[src/hdl/svx_pkg.sv]
`timescale 1ns / 1ps
// ----------------------------------------------------------------------------
// svx_pkg
// Shared types, widths and corner helpers for the sprite quad vertex expander.
// ----------------------------------------------------------------------------
package svx_pkg;

    localparam int unsigned Q_W       = 32;
    localparam int unsigned TEX_W     = 16;
    localparam int unsigned UV_W      = 18;
    localparam int unsigned COLOR_W   = 32;
    localparam int unsigned PROD_W    = Q_W + TEX_W;
    localparam int unsigned SUM_W     = PROD_W + 2;
    localparam int unsigned SLOT_W    = 3;

    localparam logic [SLOT_W-1:0] FIRST_SLOT = 3'd0;
    localparam logic [SLOT_W-1:0] LAST_SLOT  = 3'd5;

    localparam logic [Q_W-1:0] POS_MAX = 32'h7FFF_FFFF;
    localparam logic [Q_W-1:0] POS_MIN = 32'h8000_0000;

    typedef struct packed {
        logic [PROD_W-1:0]  aw;
        logic [PROD_W-1:0]  bh;
        logic [PROD_W-1:0]  cw;
        logic [PROD_W-1:0]  dh;
        logic [Q_W-1:0]     tx;
        logic [Q_W-1:0]     ty;
        logic [TEX_W-1:0]   left;
        logic [TEX_W-1:0]   top;
        logic [TEX_W-1:0]   w;
        logic [TEX_W-1:0]   h;
        logic [COLOR_W-1:0] color;
    } sprite_t;

    // slot order: TL, BL, BR, TL, BR, TR
    function automatic logic use_w(input logic [SLOT_W-1:0] slot);
        return (slot inside {3'd2, 3'd4, 3'd5});
    endfunction

    function automatic logic use_h(input logic [SLOT_W-1:0] slot);
        return (slot inside {3'd1, 3'd2, 3'd4});
    endfunction

    function automatic logic [Q_W-1:0] sat_pos(input logic [SUM_W-1:0] v);
        logic [SUM_W-Q_W:0] hi;
        hi = v[SUM_W-1:Q_W-1];
        if ((&hi) || !(|hi))
        begin
            return v[Q_W-1:0];
        end
        else if (v[SUM_W-1])
        begin
            return POS_MIN;
        end
        else
        begin
            return POS_MAX;
        end
    endfunction

endpackage

[src/hdl/svx_back.sv]
`timescale 1ns / 1ps
// ----------------------------------------------------------------------------
// svx_back
// Walks the six vertex slots of the head sprite, one vertex per cycle while the output is not stalled.
// ----------------------------------------------------------------------------
module svx_back
(
    input  logic             clk,
    input  logic             rst_n,
    input  svx_pkg::sprite_t head,
    input  logic             empty,
    output logic             pop,
    output logic             out_valid,
    input  logic             out_stall,
    output logic [31:0]      pos_x,
    output logic [31:0]      pos_y,
    output logic [17:0]      tex_u,
    output logic [17:0]      tex_v,
    output logic [31:0]      vertex_color,
    output logic [2:0]       vertex_slot,
    output logic             last
);

    localparam int unsigned SUM_W = svx_pkg::SUM_W;
    localparam int unsigned PROD_W = svx_pkg::PROD_W;
    localparam int unsigned Q_W = svx_pkg::Q_W;
    localparam int unsigned UV_W = svx_pkg::UV_W;
    localparam int unsigned TEX_W = svx_pkg::TEX_W;

    logic                          out_valid_reg;
    logic                          out_valid_next;
    logic [svx_pkg::SLOT_W-1:0]    slot_reg;
    logic [svx_pkg::SLOT_W-1:0]    slot_next;
    logic [Q_W-1:0]                pos_x_reg;
    logic [Q_W-1:0]                pos_y_reg;
    logic [UV_W-1:0]               tex_u_reg;
    logic [UV_W-1:0]               tex_v_reg;
    logic [svx_pkg::COLOR_W-1:0]   color_reg;
    logic [svx_pkg::SLOT_W-1:0]    slot_out_reg;
    logic                          last_reg;

    logic                          advance;
    logic                          emit;
    logic                          at_last;
    logic                          sel_w;
    logic                          sel_h;
    logic [PROD_W-1:0]             ax;
    logic [PROD_W-1:0]             by;
    logic [PROD_W-1:0]             cx;
    logic [PROD_W-1:0]             dy;
    logic [SUM_W-1:0]              sum_x;
    logic [SUM_W-1:0]              sum_y;
    logic [UV_W-1:0]               du;
    logic [UV_W-1:0]               dv;

    assign advance = !out_valid_reg || !out_stall;
    assign emit    = advance && !empty;
    assign at_last = (slot_reg == svx_pkg::LAST_SLOT);
    assign pop     = emit && at_last;

    always_comb
    begin
        sel_w = svx_pkg::use_w(slot_reg);
        sel_h = svx_pkg::use_h(slot_reg);
        ax = sel_w ? head.aw : '0;
        cx = sel_w ? head.cw : '0;
        by = sel_h ? head.bh : '0;
        dy = sel_h ? head.dh : '0;
        sum_x = {{(SUM_W-PROD_W){ax[PROD_W-1]}}, ax}
              + {{(SUM_W-PROD_W){by[PROD_W-1]}}, by}
              + {{(SUM_W-Q_W){head.tx[Q_W-1]}}, head.tx};
        sum_y = {{(SUM_W-PROD_W){cx[PROD_W-1]}}, cx}
              + {{(SUM_W-PROD_W){dy[PROD_W-1]}}, dy}
              + {{(SUM_W-Q_W){head.ty[Q_W-1]}}, head.ty};
        du = sel_w ? {{(UV_W-TEX_W){head.w[TEX_W-1]}}, head.w} : '0;
        dv = sel_h ? {{(UV_W-TEX_W){head.h[TEX_W-1]}}, head.h} : '0;
        slot_next = slot_reg;
        if (emit)
        begin
            slot_next = at_last ? svx_pkg::FIRST_SLOT : slot_reg + 1'b1;
        end
        out_valid_next = emit || (out_valid_reg && out_stall);
    end

    always_ff @(posedge clk or negedge rst_n)
    begin
        if (!rst_n)
        begin
            out_valid_reg <= 1'b0;
            slot_reg      <= svx_pkg::FIRST_SLOT;
        end
        else
        begin
            out_valid_reg <= out_valid_next;
            slot_reg      <= slot_next;
        end
    end

    always_ff @(posedge clk)
    begin
        if (emit)
        begin
            pos_x_reg    <= svx_pkg::sat_pos(sum_x);
            pos_y_reg    <= svx_pkg::sat_pos(sum_y);
            tex_u_reg    <= {{(UV_W-TEX_W){1'b0}}, head.left} + du;
            tex_v_reg    <= {{(UV_W-TEX_W){1'b0}}, head.top} + dv;
            color_reg    <= head.color;
            slot_out_reg <= slot_reg;
            last_reg     <= at_last;
        end
    end

    assign out_valid    = out_valid_reg;
    assign pos_x        = pos_x_reg;
    assign pos_y        = pos_y_reg;
    assign tex_u        = tex_u_reg;
    assign tex_v        = tex_v_reg;
    assign vertex_color = color_reg;
    assign vertex_slot  = slot_out_reg;
    assign last         = last_reg;

endmodule

[config.mk]
export PLATFORM = sky130hd
export DESIGN_NAME = svx_back
export DESIGN_NICKNAME = d
export VERILOG_FILES = /design/src/hdl/svx_pkg.sv /design/src/hdl/svx_back.sv
export SDC_FILE = /design/constraint.sdc
export NUM_CORES = 1
export LEC_CHECK = 0
export BUFFER_PORTS_ARGS = -buffer_cell sky130_fd_sc_hd__buf_2
export CAP_MARGIN = 30
export CELL_PAD_IN_SITES_DETAIL_PLACEMENT = 0
export CELL_PAD_IN_SITES_GLOBAL_PLACEMENT = 1
export CORE_MARGIN = 3
export CORE_UTILIZATION = 43
export CTS_BUF_LIST = sky130_fd_sc_hd__clkbuf_2 sky130_fd_sc_hd__clkbuf_4 sky130_fd_sc_hd__clkbuf_8
export DETAILED_ROUTE_END_ITERATION = 16
export MAX_ROUTING_LAYER = met4
export PLACE_DENSITY = 0.95
export SETUP_SLACK_MARGIN = 0.05
export SYNTH_ARGS = -nofsm -noshare
export SYNTH_HDL_FRONTEND = slang
export SYNTH_SLANG_ARGS = --single-unit
export TNS_END_PERCENT = 50
[constraint.sdc]
create_clock -name clk -period 15.7 [get_ports clk]
set_clock_uncertainty 0.2 [all_clocks]
set_input_delay 1.57 -clock clk [delete_from_list [all_inputs] [get_ports clk]]
set_output_delay 1.57 -clock clk [all_outputs]
set_load 0.02 [all_outputs]
==> results.cfg <==
[layout]
multiInputGateArea_um2 = 10700
design_area_um2 = 18700
drive_gt1_frac = 0.261
final_cell_mix = buf_2 (493), and2_1 (225), a21oi_1 (151)
seq_area_um2 = 4180
final_common_cell = buf_2
fillerInstances = 3208
nets = 2679
area_delta_synth_final_pct = 21.7
utilization = 0.535

[setup_path]
required_ps = 15870
start_kind = flip-flop
cp_max_fo = 78
critPathKind = flip-flop to flip-flop
r2r_cells = 19
arrival_ps = 7470
cp-end-kind = flip-flop

[synth]
yosys.area.top_type = edfxtp_1
synth-async-reset-ratio = 0.0286
synth_top_area_frac = 0.266
synthFlopType = edfxtp_1
avgSynthCellArea_um2 = 9.38
yosysWarnings = 0
synthTopCellsByArea = edfxtp_1 (27%), fa_1 (13%), ha_1 (11%)
syn_inst = 1637
netlist_area_um2 = 15300
synth_seq_area_share = 0.273
synth-edff-count = 136
synthDistinctLibCells = 71
synth_seq_cells = 140
syn_nets = 2223

[detailed_routing]
drt_wl_total_um = 51600
drc = 0
drtPass1Iterations = 6
antenna_left = 0
vias = 14234
via_per_inst = 5.53
wl_per_cell_um = 20.1
first_iter_violations = 759

[outcome]
status = finished clean

[clock_tree]
cts.clk_slew.worst_paths_ps = 100
cts_sinks = 140
clk_root_buffer_cell = clkbuf_8
cts_tree = built
post_cts_buffers = 0
clk_latency_ps = 500
cts_buffer_depth = 2
cts_resized = 0
cts_hold_buf = 0
htreeDepth = 4
cts_buffers = 17

[grt]
grt_pass1_wl_um = 79100
grt.busiest_layer = met2
grt_max_degree = 79
grtUsageTotal = 0.271
grt_pass1_vias = 14457
gr-total-overflow = 0
grt_util_met1 = 0.328
grt_util_met2 = 0.456
antenna_found_initial = 8
met3_usage = 0.0517

[placed_design]
port-buffer-count = 493
gp_congestion = 0.969
hpwl_um = 43000
dpl_cell_area_um2 = 18200

[timing]
rsz0062_at_grt = false
slew-limit-headroom = 0.404
fin_crit_ps = 7300
hold_viol_final = 0
slew_violations = 0
setup_viol = 0
setup-tns-final_ps = 0
tightest_slew_ps = 871
finalCritPeriodShare = 0.465
whs_ps = 389
clock.fmax_mhz = 137

[floorplan]
io_pins = 494
die_area_um2 = 38000
core_um2 = 34900
dieWidth_um = 195
fp-row-count = 68
start_util = 0.440
die_h_um = 195

[min_path]
min-delay-path-class = flip-flop to flip-flop
min_path_cells = 0

[job]
drv_cap = 0
==> logic make-up after synthesis <==
family / Yosys count / synth area share
AO/OA/AOI/OAI: 467 / 0.194
XOR/XNOR: 112 / 0.0639
adder cells (fa/ha/maj): 230 / 0.236
buffers and inverters: 114 / 0.0312
flip-flops: 140 / 0.273
multiplexers: 3 / 0.00196
AND/OR/NAND/NOR: 571 / 0.200
==> final timing paths <==
kind	start	endpoint	slack (ps)
worst max register to register	slot_reg[0]$_DFFE_PN0P_	pos_y[1]$_DFFE_PP_	8400
min in group asynchronous	rst_n	out_valid$_DFF_PN0_	650
worst min register to register	slot_reg[0]$_DFFE_PN0P_	vertex_slot[0]$_DFFE_PP_	390
max in group asynchronous	rst_n	slot_reg[1]$_DFFE_PN0P_	14530
worst min-delay path	slot_reg[0]$_DFFE_PN0P_	vertex_slot[0]$_DFFE_PP_	390
worst max-delay path	slot_reg[0]$_DFFE_PN0P_	pos_y[1]$_DFFE_PP_	8400
==> synth_stat cells (all sizes together) (10+ instances only) <==
| library cell | instances |
|---|---|
| a21o | 78 |
| a21oi | 153 |
| a31oi | 16 |
| and2 | 226 |
| and3 | 13 |
| buf | 10 |
| clkbuf | 55 |
| edfxtp | 136 |
| fa | 100 |
| ha | 130 |
| inv | 49 |
| nand2 | 110 |
| nand3 | 31 |
| nand4 | 27 |
| nor2 | 90 |
| nor3 | 20 |
| o211ai | 13 |
| o21a | 19 |
| o21ai | 86 |
| o21bai | 28 |
| xnor2 | 66 |
| xor2 | 46 |
==> stage by stage <==
stage / worst slack (ps) / instances
after detailed placement: 8390 / 2528
after global routing: 7820 / 2568
after floorplan: 4260 / 1637
after global placement: 8320 / 2527
final: 8400 / 2572
after CTS: 8340 / 2559
==> final cells by class <==
type                            count  area share
Multi-Input combinational cell   1383       0.575
Sequential cell                   140       0.224
Timing Repair Buffer              502       0.137
Tap cell                          455      0.0305
Clock buffer                       17      0.0125
Inverter                           49     0.00985
Clock inverter                     14     0.00958
Antenna cell                       12     0.00161
==> worst max-delay path, stage by stage (launching register included) <==
cell and delay [ps]:
dfrtp_1 450, inv_1 140, nand2_1 100, o21ai_4 610, buf_4 650, and2_1 240, fa_1 420, ha_1 520
and3_1 340, nand4_1 170, or2_0 240, a311oi_1 510, nor2_1 150, a21oi_1 350, xnor2_1 200, nand4_1 110
or4_1 550, nor4_2 330, a31o_2 640, a21o_1 220
==> layer usage <==
layer  wire length [µm]  up-vias
met3               3460       94
li1                   -     6822
met2              25500      505
met1              20900     6813
met4               1660        0
met5                  0        -
Power is not shown: default switching activity piles up to over one toggle a cycle in this logic, so the estimate is an artifact.
