## src/hdl/svx_pkg.sv

```systemverilog
`timescale 1ns / 1ps
// ----------------------------------------------------------------------------
// svx_pkg
// Shared types, widths and corner helpers for the sprite quad vertex expander.
// ----------------------------------------------------------------------------
package svx_pkg;

    localparam int unsigned Q_W       = 32;
    localparam int unsigned TEX_W     = 16;
    localparam int unsigned UV_W      = 18;
    localparam int unsigned COLOR_W   = 32;
    localparam int unsigned PROD_W    = Q_W + TEX_W;
    localparam int unsigned SUM_W     = PROD_W + 2;
    localparam int unsigned SLOT_W    = 3;

    localparam logic [SLOT_W-1:0] FIRST_SLOT = 3'd0;
    localparam logic [SLOT_W-1:0] LAST_SLOT  = 3'd5;

    localparam logic [Q_W-1:0] POS_MAX = 32'h7FFF_FFFF;
    localparam logic [Q_W-1:0] POS_MIN = 32'h8000_0000;

    typedef struct packed {
        logic [PROD_W-1:0]  aw;
        logic [PROD_W-1:0]  bh;
        logic [PROD_W-1:0]  cw;
        logic [PROD_W-1:0]  dh;
        logic [Q_W-1:0]     tx;
        logic [Q_W-1:0]     ty;
        logic [TEX_W-1:0]   left;
        logic [TEX_W-1:0]   top;
        logic [TEX_W-1:0]   w;
        logic [TEX_W-1:0]   h;
        logic [COLOR_W-1:0] color;
    } sprite_t;

    // slot order: TL, BL, BR, TL, BR, TR
    function automatic logic use_w(input logic [SLOT_W-1:0] slot);
        return (slot inside {3'd2, 3'd4, 3'd5});
    endfunction

    function automatic logic use_h(input logic [SLOT_W-1:0] slot);
        return (slot inside {3'd1, 3'd2, 3'd4});
    endfunction

    function automatic logic [Q_W-1:0] sat_pos(input logic [SUM_W-1:0] v);
        logic [SUM_W-Q_W:0] hi;
        hi = v[SUM_W-1:Q_W-1];
        if ((&hi) || !(|hi))
        begin
            return v[Q_W-1:0];
        end
        else if (v[SUM_W-1])
        begin
            return POS_MIN;
        end
        else
        begin
            return POS_MAX;
        end
    endfunction

endpackage

```

## src/hdl/svx_queue.sv

```systemverilog
`timescale 1ns / 1ps
// ----------------------------------------------------------------------------
// svx_queue
// Short FIFO of sprites with their corner products between the front and back parts.
// ----------------------------------------------------------------------------
module svx_queue
#(
    parameter int unsigned DEPTH = 2
)
(
    input  logic             clk,
    input  logic             rst_n,
    input  logic             push,
    input  svx_pkg::sprite_t wr_data,
    output logic             full,
    input  logic             pop,
    output svx_pkg::sprite_t head,
    output logic             empty
);

    localparam int unsigned PTR_W = (DEPTH > 1) ? $clog2(DEPTH) : 1;
    localparam int unsigned CNT_W = $clog2(DEPTH + 1);
    localparam logic [PTR_W-1:0] PTR_LAST = PTR_W'(DEPTH - 1);
    localparam logic [CNT_W-1:0] CNT_FULL = CNT_W'(DEPTH);

    svx_pkg::sprite_t  mem_reg [DEPTH];
    logic [PTR_W-1:0]  wr_ptr_reg;
    logic [PTR_W-1:0]  wr_ptr_next;
    logic [PTR_W-1:0]  rd_ptr_reg;
    logic [PTR_W-1:0]  rd_ptr_next;
    logic [CNT_W-1:0]  count_reg;
    logic [CNT_W-1:0]  count_next;

    assign full  = (count_reg == CNT_FULL);
    assign empty = (count_reg == '0);
    assign head  = mem_reg[rd_ptr_reg];

    always_comb
    begin
        wr_ptr_next = wr_ptr_reg;
        rd_ptr_next = rd_ptr_reg;
        count_next  = count_reg;
        if (push)
        begin
            wr_ptr_next = (wr_ptr_reg == PTR_LAST) ? '0 : wr_ptr_reg + 1'b1;
        end
        if (pop)
        begin
            rd_ptr_next = (rd_ptr_reg == PTR_LAST) ? '0 : rd_ptr_reg + 1'b1;
        end
        if (push && !pop)
        begin
            count_next = count_reg + 1'b1;
        end
        else if (pop && !push)
        begin
            count_next = count_reg - 1'b1;
        end
    end

    always_ff @(posedge clk or negedge rst_n)
    begin
        if (!rst_n)
        begin
            wr_ptr_reg <= '0;
            rd_ptr_reg <= '0;
            count_reg  <= '0;
        end
        else
        begin
            wr_ptr_reg <= wr_ptr_next;
            rd_ptr_reg <= rd_ptr_next;
            count_reg  <= count_next;
        end
    end

    always_ff @(posedge clk)
    begin
        if (push)
        begin
            mem_reg[wr_ptr_reg] <= wr_data;
        end
    end

endmodule

```

## config.mk

```make
export PLATFORM = sky130hd
export DESIGN_NAME = svx_queue
export DESIGN_NICKNAME = d
export VERILOG_FILES = /design/src/hdl/svx_pkg.sv /design/src/hdl/svx_queue.sv
export SDC_FILE = /design/constraint.sdc
export NUM_CORES = 1
export LEC_CHECK = 0
export BUFFER_PORTS_ARGS = -buffer_cell sky130_fd_sc_hd__buf_4
export CELL_PAD_IN_SITES_DETAIL_PLACEMENT = 0
export CELL_PAD_IN_SITES_GLOBAL_PLACEMENT = 2
export CORE_AREA = 2 2 277 279
export CTS_CLUSTER_DIAMETER = 40
export DETAILED_ROUTE_END_ITERATION = 7
export DIE_AREA = 0 0 279 281
export PLACE_DENSITY_LB_ADDON = 0.1
export SLEW_MARGIN = 40
export SYNTH_ARGS = -nofsm -noshare
export SYNTH_HDL_FRONTEND = slang
export SYNTH_SLANG_ARGS = --single-unit
```

## constraint.sdc

```tcl
create_clock -name clk -period 36.5 [get_ports clk]
set_clock_uncertainty 0.1 [all_clocks]
set_input_delay 5.475 -clock clk [delete_from_list [all_inputs] [get_ports clk]]
set_output_delay 5.475 -clock clk [all_outputs]
set_load 0.05 [all_outputs]
```

==> results_dict.tcl, run 1 <==
set metrics [dict create \
    stdcell_area_um2 36900 \
    clk_pin_slew_ns 0.05 \
    synthXorXnorAreaFrac 0.00167 \
    yosysWarnings 0 \
    worst_pin_slew_ns 0.814 \
    synth_fa_ha_area_frac 0.000477 \
    grt_pass1_vias 14500 \
    num_vias 13600 \
    synth_top_family_by_area "multiplexers" \
    setup_violations 0 \
    crit_path_end_kind "primary output" \
    grt_max_degree 89 \
    whs_ns 0.400 \
    slew_headroom 0.457 \
    crit_type "flop to primary output" \
    reg2reg_slack_ns 33.31 \
    die_h_um 281 \
    rsz0062_at_grt "no" \
    antenna_found_initial 22 \
    ys_ff_latch 708 \
    die_w_um 279 \
    synthCells 1111 \
    areaGrowthSynthToFinish_pct 40.6 \
    drive_gt1_frac 0.638 \
    start_util 0.348 \
    grt_usage 0.174 \
    cts_tree "done" \
    max_clock_freq_mhz 106 \
    place_area_um2 32800 \
    ys_types 14 \
    start_kind "flop" \
    fin_setup_tns_ns 0 \
    final_common_cell "buf_4" \
    worstPathMaxFanout 68 \
    hold_viol 0 \
    required_ns 30.93 \
    routed_wirelength_um 71300 \
    numCtsBuffers 117 \
    dp_worst_setup_slack_ns 27.44 \
    synth_fp_nets 1468 \
    synthMuxAreaShare 0.175 \
    dieArea_um2 78400 \
    p_leak_uw 0.0143 \
    fin_crit_sh 0.259 \
    via_per_inst 4.51 \
    grt_remaining_overflow 0 \
    drv_slew 0 \
    syn-mean-instance-area_um2 23.6 \
    drc 0 \
    synth-simple-area-share 0.00100 \
    std_cell_rows 101 \
    io_pins 710 \
    postRouteAntennaNets 0 \
    r2r_end "mem_reg[0][310]$_DFFE_PP_" \
    cts-root-buf "clkbuf_16" \
    drtPass1Iterations 5 \
    cts_resized 0 \
    r2r_cells 4 \
    largest_reg_flops 704 \
    ir_drop_uv 53.6 \
    hold_buffers 0 \
    clk_path_buf_depth 3 \
    worst_slack_ns 27.04 \
    cts_sinks 708 \
    grt_first_pass_wirelength_um 97900 \
    seq_area_frac_synth 0.809 \
    insertion_delay_ns 0.64 \
    core_um2 75400 \
    fillers 6452 \
    drv_cap 0 \
    place_hpwl_um 50500 \
    htree_levels 3 \
    worstHoldEndpoint "count_reg[1]$_DFFE_PN0P_" \
    netlist_area_um2 26200 \
    rr_startpoint "wr_ptr_reg$_DFFE_PN0P_" \
    hold_depth 1 \
    pwr_density_cell_nw_per_um2 99.7 \
    io_buffer_count 709 \
    final_nets 2275 \
    synth-compound-area-share 0 \
    final_cell_mix "buf_4, edfxtp_1, mux2_2" \
    total_power_uw 3680 \
    fin_crit_ns 9.46 \
    dr.first_iter.drc_count 718 \
    min-delay-start "count_reg[1]$_DFFE_PN0P_" \
    routedWlPerCell_um 23.7 \
    hold_path.class "flop to flop" \
    cts_setup_buffers 0 \
    routabilityCongestion 0.809 \
    status "complete, no violations" \
    crit_arrival_ns 3.89 \
]
how the worst max path moves through the flow:
stage | cells after the start | startpoint | slack (ns) | to
after detailed placement | 5 | rd_ptr_reg$_DFFE_PN0P_ | 27.44 | head[215]
final | 5 | rd_ptr_reg$_DFFE_PN0P_ | 27.04 | head[250]
after global placement | 5 | rd_ptr_reg$_DFFE_PN0P_ | 26.33 | head[215]
after floorplan | 1 | push | 14.69 | mem_reg[0][0]$_DFFE_PP_
after CTS | 5 | rd_ptr_reg$_DFFE_PN0P_ | 26.72 | head[240]
after global routing | 5 | rd_ptr_reg$_DFFE_PN0P_ | 26.84 | head[221]
power breakdown:
part	internal, µW	leakage, µW	total [µW]	switching [µW]
Combinational	478	0.00570	1440	961
Clock	706	0.00196	1120	415
Sequential	1080	0.00665	1120	38.9
Total	2260	0.0143	3680	1410
Yosys cell counts:
| library cell | n | area [µm²] |
|---|---|---|
| edfxtp_1 | 704 | 21100 |
| mux2_2 | 182 | 2050 |
| mux2_4 | 170 | 2550 |
| buf_2 | 19 | 95.1 |
| buf_6 | 19 | 214 |
| dfrtp_1 | 4 | 100 |
| xor2_1 | 4 | 35.0 |
| nor2_1 | 2 | 7.51 |
| nor2b_1 | 2 | 12.5 |
| and2_1 | 1 | 6.26 |
| buf_4 | 1 | 7.51 |
| ha_1 | 1 | 12.5 |
| inv_1 | 1 | 3.75 |
| xnor2_1 | 1 | 8.76 |
per-layer routing:
| layer | routed length (µm) | vias to the layer above | GRT usage |
|---|---|---|---|
| li1 | - | 6143 | - |
| met1 | 24200 | 6798 | 0.177 |
| met2 | 38200 | 507 | 0.311 |
| met3 | 6800 | 132 | 0.0744 |
| met4 | 2050 | 18 | 0.0768 |
| met5 | 98 | - | 0 |
cells by family after synthesis:
logic type	count (synthesis)
DFF	708
muxes	352
buffers and inverters	40
xor gates and xnor gates	5
and+or+nand+nor	5
adders and majority gates	1
cell type report:
class / count / area [µm²] / share of cell area
clock buffers: 129 / 2990 / 0.0811
flip-flops and latches: 708 / 21200 / 0.576
diodes: 14 / 35.0 / 0.000949
clock inverters: 93 / 1110 / 0.0301
multi-input cells: 363 / 4690 / 0.127
inverters: 1 / 3.75 / 0.000102
well taps: 978 / 1220 / 0.0332
repair buffers: 727 / 5600 / 0.152
per-stage QoR:
stage,utilization,cells
floorplan,-,1111
global placement,0.432,2771
detailed placement,0.434,2777
CTS,0.489,2999
global route,0.489,3010
finish,0.489,3013
critical path, stage by stage, from the launching register on:
cell	delay, ns
dfrtp_4	0.61
buf_6	0.53
buf_6	0.69
buf_6	0.61
mux2_4	0.36
buf_4	0.19
(Power assumes the default switching activity.)
==> run 2: changes to the inputs <==
Settings changed: CORE_AREA 2 2 277 279 to not set, CORE_ASPECT_RATIO set to 1.2, CORE_MARGIN set to 2, CORE_UTILIZATION set to 35, DIE_AREA 0 0 279 281 to not set.
Clock period 36.5 ns to 8.2 ns, I/O delays scaled along.
==> run 2 against run 1 <==
Global-route usage increased by 0.24 points. Cell area decreased by 1.6%. Sequential power grew to 4.5 times the previous value. Worst hold slack got worse by 0.10 ns. Utilization decreased by 0.22 points. Critical path depth down 1. First-iteration DRC count down 7.2%. Via count decreased by 1.4%. Combinational power rose to 4.4 times the previous value. Critical path type unchanged.
==> results_dict.tcl, run 2 (synthesis results as in run 1) <==
set metrics [dict create \
    via_per_inst 4.45 \
    worst_slack_ns 3.61 \
    crit_family "buffers and inverters" \
    insertion_delay_ns 0.62 \
    die_w_um 254 \
    largest_reg_flops 704 \
    drv_slew 0 \
    crit_arrival_ns 3.26 \
    grt_remaining_overflow 0 \
    grt_usage 0.177 \
    cts_sinks 708 \
    std_cell_rows 110 \
    num_vias 13400 \
    reg2reg_slack_ns 5.04 \
    regArea_um2 21200 \
    final_common_cell "buf_4" \
    multi_input_area_um2 4690 \
    rr_startpoint "wr_ptr_reg$_DFFE_PN0P_" \
    cp-startpoint "rd_ptr_reg$_DFFE_PN0P_" \
    fin_crit_ns 4.59 \
    drtPass1Iterations 4 \
    layoutNonFillerInstCount 3011 \
    start_kind "flop" \
    final_nets 2257 \
    path_cells "buf_12 > buf_16 > mux2_2 > buf_4" \
    clk_path_buf_depth 3 \
    worst_pin_slew_ns 0.815 \
    fillers 6475 \
    core_um2 74600 \
    p_leak_uw 0.0140 \
    status "complete, no violations" \
    fin_crit_sh 0.560 \
    total_power_uw 15800 \
    final_cell_mix "buf_4, edfxtp_1, mux2_2" \
    htree_levels 3 \
    clk_pin_slew_ns 0.05 \
    dr.first_iter.drc_count 666 \
    ir_drop_uv 232 \
    crit_path_end_kind "primary output" \
    setup_violations 0 \
    cpPeakStageDelay_ns 0.93 \
    io_pins 710 \
    die_h_um 304 \
    fin_setup_tns_ns 0 \
    grt_first_pass_wirelength_um 97800 \
    areaGrowthSynthToFinish_pct 38.4 \
    routabilityCongestion 0.763 \
    place_hpwl_um 49000 \
    drive_gt1_frac 0.631 \
    drv_cap 0 \
    start_util 0.352 \
    cp_num_buf_inv 3 \
    antenna_found_initial 23 \
    cts_setup_buffers 0 \
    routed_wirelength_um 69700 \
    dp_worst_setup_slack_ns 3.92 \
    whs_ns 0.298 \
    rsz0062_at_grt "no" \
    dp.cells 2803 \
    hold_path.class "primary input to async pin" \
    routedWlPerCell_um 23.1 \
    cpMaxStageDelayCell "dfrtp_4" \
    io_buffer_count 709 \
    cts-root-buf "clkbuf_16" \
    crit_type "flop to primary output" \
    required_ns 6.87 \
    hold_viol 0 \
    grt_max_degree 119 \
    dieArea_um2 77200 \
    cts_resized 0 \
    hold_buffers 0 \
    grt_pass1_vias 14400 \
    pwr_density_cell_nw_per_um2 434 \
    max_clock_freq_mhz 218 \
    worstPathMaxFanout 77 \
    numCtsBuffers 103 \
    postRouteAntennaNets 0 \
    cts_tree "done" \
    slew_headroom 0.457 \
    drc 0 \
]
==> run 2: cell type report <==
class                      instances  area share
inverter                           1    0.000103
clock buffer                     114      0.0733
sequential                       708       0.585
antenna                           15     0.00103
tap                             1008      0.0347
multi-input combinational        363       0.129
clock inverter                    79      0.0234
timing repair buffer             723       0.154
==> run 2: through the flow <==
stage          instance area [µm²]   util
6_report                     36300  0.487
5_1_grt                      36300  0.487
4_1_cts                      36300  0.487
3_5_place_dp                 32800  0.439
3_3_place_gp                 32700  0.438
2_1_floorplan                26300      -
==> run 2: final timing paths <==
kind / end / depth (start not counted)
min: count_reg[1]$_DFFE_PN0P_ / 1
min reg2reg: count_reg[1]$_DFFE_PN0P_ / 1
max in group asynchronous: rd_ptr_reg$_DFFE_PN0P_ / 1
max: head[341] / 4
min in group clk: count_reg[1]$_DFFE_PN0P_ / 1
max reg2reg: mem_reg[0][333]$_DFFE_PP_ / 4
==> run 2: layer usage <==
layer,share of wire,GRT usage
met1,0.33,0.175
met2,0.53,0.311
met3,0.10,0.0805
met4,0.032,0.0834
met5,0.0017,0
==> run 2: where the power goes <==
group	total [µW]	switching, µW	internal [µW]
logic	6390	4260	2120
clock network	4380	1680	2700
registers	5000	195	4800
total	15800	6140	9630
==> run 3: changes to the inputs <==
Settings changed: CORE_AREA set to 2 2 279 281, CORE_ASPECT_RATIO 1.2 to not set, CORE_MARGIN 2 to not set, CORE_UTILIZATION 35 to not set, DIE_AREA set to 0 0 281 283.
Clock period 8.2 ns to 4.5 ns, I/O delays scaled along.
==> run 3 against run 2 <==
Flip-flop and latch count did not move. Count of clock-buffer cells in the layout increased by 17. Total power up 86%. Clock power grew 97%. Die area grew 3.0%. Non-clock buffer count is 4 higher. Sequential power rose by 82%. Largest power group unchanged.
==> results_dict.tcl, run 3 (synthesis results as in run 1) <==
set metrics [dict create \
    status "complete, no violations" \
    drv_cap 0 \
    numCtsBuffers 114 \
    cts_tree "done" \
    crit_path_end_kind "primary output" \
    via_per_inst 4.43 \
    std_cell_rows 102 \
    io_buffer_count 709 \
    grt_first_pass_wirelength_um 100000 \
    num_vias 13600 \
    drc 0 \
    htree_levels 3 \
    core_um2 76700 \
    setup_violations 0 \
    rr_startpoint "wr_ptr_reg$_DFFE_PN0P_" \
    die_w_um 281 \
    crit_type "flop to primary output" \
    fin_crit_ns 3.42 \
    place_hpwl_um 50200 \
    max_clock_freq_mhz 292 \
    cts_sinks 708 \
    hold_path.class "primary input to flop" \
    grt_remaining_overflow 0 \
    grt_usage 0.175 \
    slew_headroom 0.511 \
    antenna_found_initial 18 \
    grt_max_degree 97 \
    routedWlPerCell_um 23.4 \
    final_nets 2272 \
    ir_drop_uv 377 \
    largest_reg_flops 704 \
    grt_pass1_vias 14400 \
    cts-root-buf "clkbuf_16" \
    insertion_delay_ns 0.64 \
    final_cell_mix "buf_4, edfxtp_1, mux2_2" \
    required_ns 3.72 \
    worstPathMaxFanout 71 \
    fin_setup_tns_ns 0 \
    areaGrowthSynthToFinish_pct 40.0 \
    start_kind "flop" \
    fin_crit_sh 0.760 \
    crit_arrival_ns 2.65 \
    reg2reg_slack_ns 2.47 \
    min-delay-start "wr_data[53]" \
    fillers 6595 \
    dieArea_um2 79500 \
    clk_pin_slew_ns 0.06 \
    worst_pin_slew_ns 0.733 \
    worstHoldEndpoint "mem_reg[0][53]$_DFFE_PP_" \
    dp.cells 2838 \
    die_h_um 283 \
    io_pins 710 \
    routabilityCongestion 0.797 \
    cts_setup_buffers 0 \
    dp_worst_setup_slack_ns 1.69 \
    whs_ns 0.108 \
    clk_path_buf_depth 3 \
    start_util 0.342 \
    layoutNonFillerInstCount 3066 \
    drv_slew 0 \
    total_power_uw 29400 \
    drtPass1Iterations 6 \
    hold_viol 0 \
    final_common_cell "buf_4" \
    postRouteAntennaNets 0 \
    r2r_cells 2 \
    p_leak_uw 0.0142 \
    r2r_end "mem_reg[1][125]$_DFFE_PP_" \
    hold_depth 1 \
    rsz0062_at_grt "no" \
    routed_wirelength_um 71700 \
    dr.first_iter.drc_count 633 \
    worst_slack_ns 1.08 \
    cp-startpoint "rd_ptr_reg$_DFFE_PN0P_" \
    pwr_density_cell_nw_per_um2 799 \
    cts_resized 0 \
    drive_gt1_frac 0.628 \
]
[run 3: changes by cell type in the layout (fill, tap and decap cells not counted), moves of 3 or more]
cell and delta:
clkbuf_16 +10, inv_6 -10, clkinv_1 +9, buf_12 +7, clkbuf_1 +7, buf_16 -4
bufinv_16 +4, diode_2 -3
[run 3: how the worst max path moves through the flow]
stage                                   end  slack, ns  cells after the start
finish                             head[48]       1.08                      3
global route                       head[48]       0.94                      3
CTS                                head[67]       0.97                      3
detailed placement                 head[67]       1.69                      3
global placement                   head[67]       1.67                      3
floorplan           mem_reg[0][0]$_DFFE_PP_      -1.97                      1
[run 3: timing repair]
| action | CTS | global route |
|---|---|---|
| hold buffers | 1 | 0 |
| endpoints found under the hold margin | 4 | 0 |
| endpoints found under the setup margin | 0 | 0 |
[run 3: critical path, cell delays in order (launching register included)]
cell and delay [ns]:
dfrtp_4 0.81, buf_12 0.46, mux2_2 0.44, buf_4 0.20
[run 3: metal layers]
metal | vias up | global-route usage | routed length (µm)
li1 | 6134 | - | -
met1 | 6850 | 0.180 | 24600
met2 | 469 | 0.316 | 38400
met3 | 123 | 0.0679 | 6340
met4 | 14 | 0.0742 | 2270
met5 | - | 0 | 98
[run 3: through the flow]
step / utilization / instance area (µm²)
4_1_cts: 0.479 / 36700
5_1_grt: 0.479 / 36700
3_5_place_dp: 0.428 / 32800
2_1_floorplan: - / 26300
3_3_place_gp: 0.428 / 32800
6_report: 0.479 / 36700
[run 3: layout make-up]
class	instances	area, µm²	share of cell area
Sequential cell	708	21200	0.578
Clock buffer	131	2940	0.0800
Tap cell	1040	1300	0.0354
Clock inverter	84	916	0.0249
Inverter	1	3.75	0.000102
Multi-Input combinational cell	363	4690	0.128
Antenna cell	12	30.0	0.000817
Timing Repair Buffer	727	5610	0.153
[run 3: power by group]
part,switching (µW),internal [µW]
Clock,3100,5510
Combinational,7790,3870
Sequential,337,8750
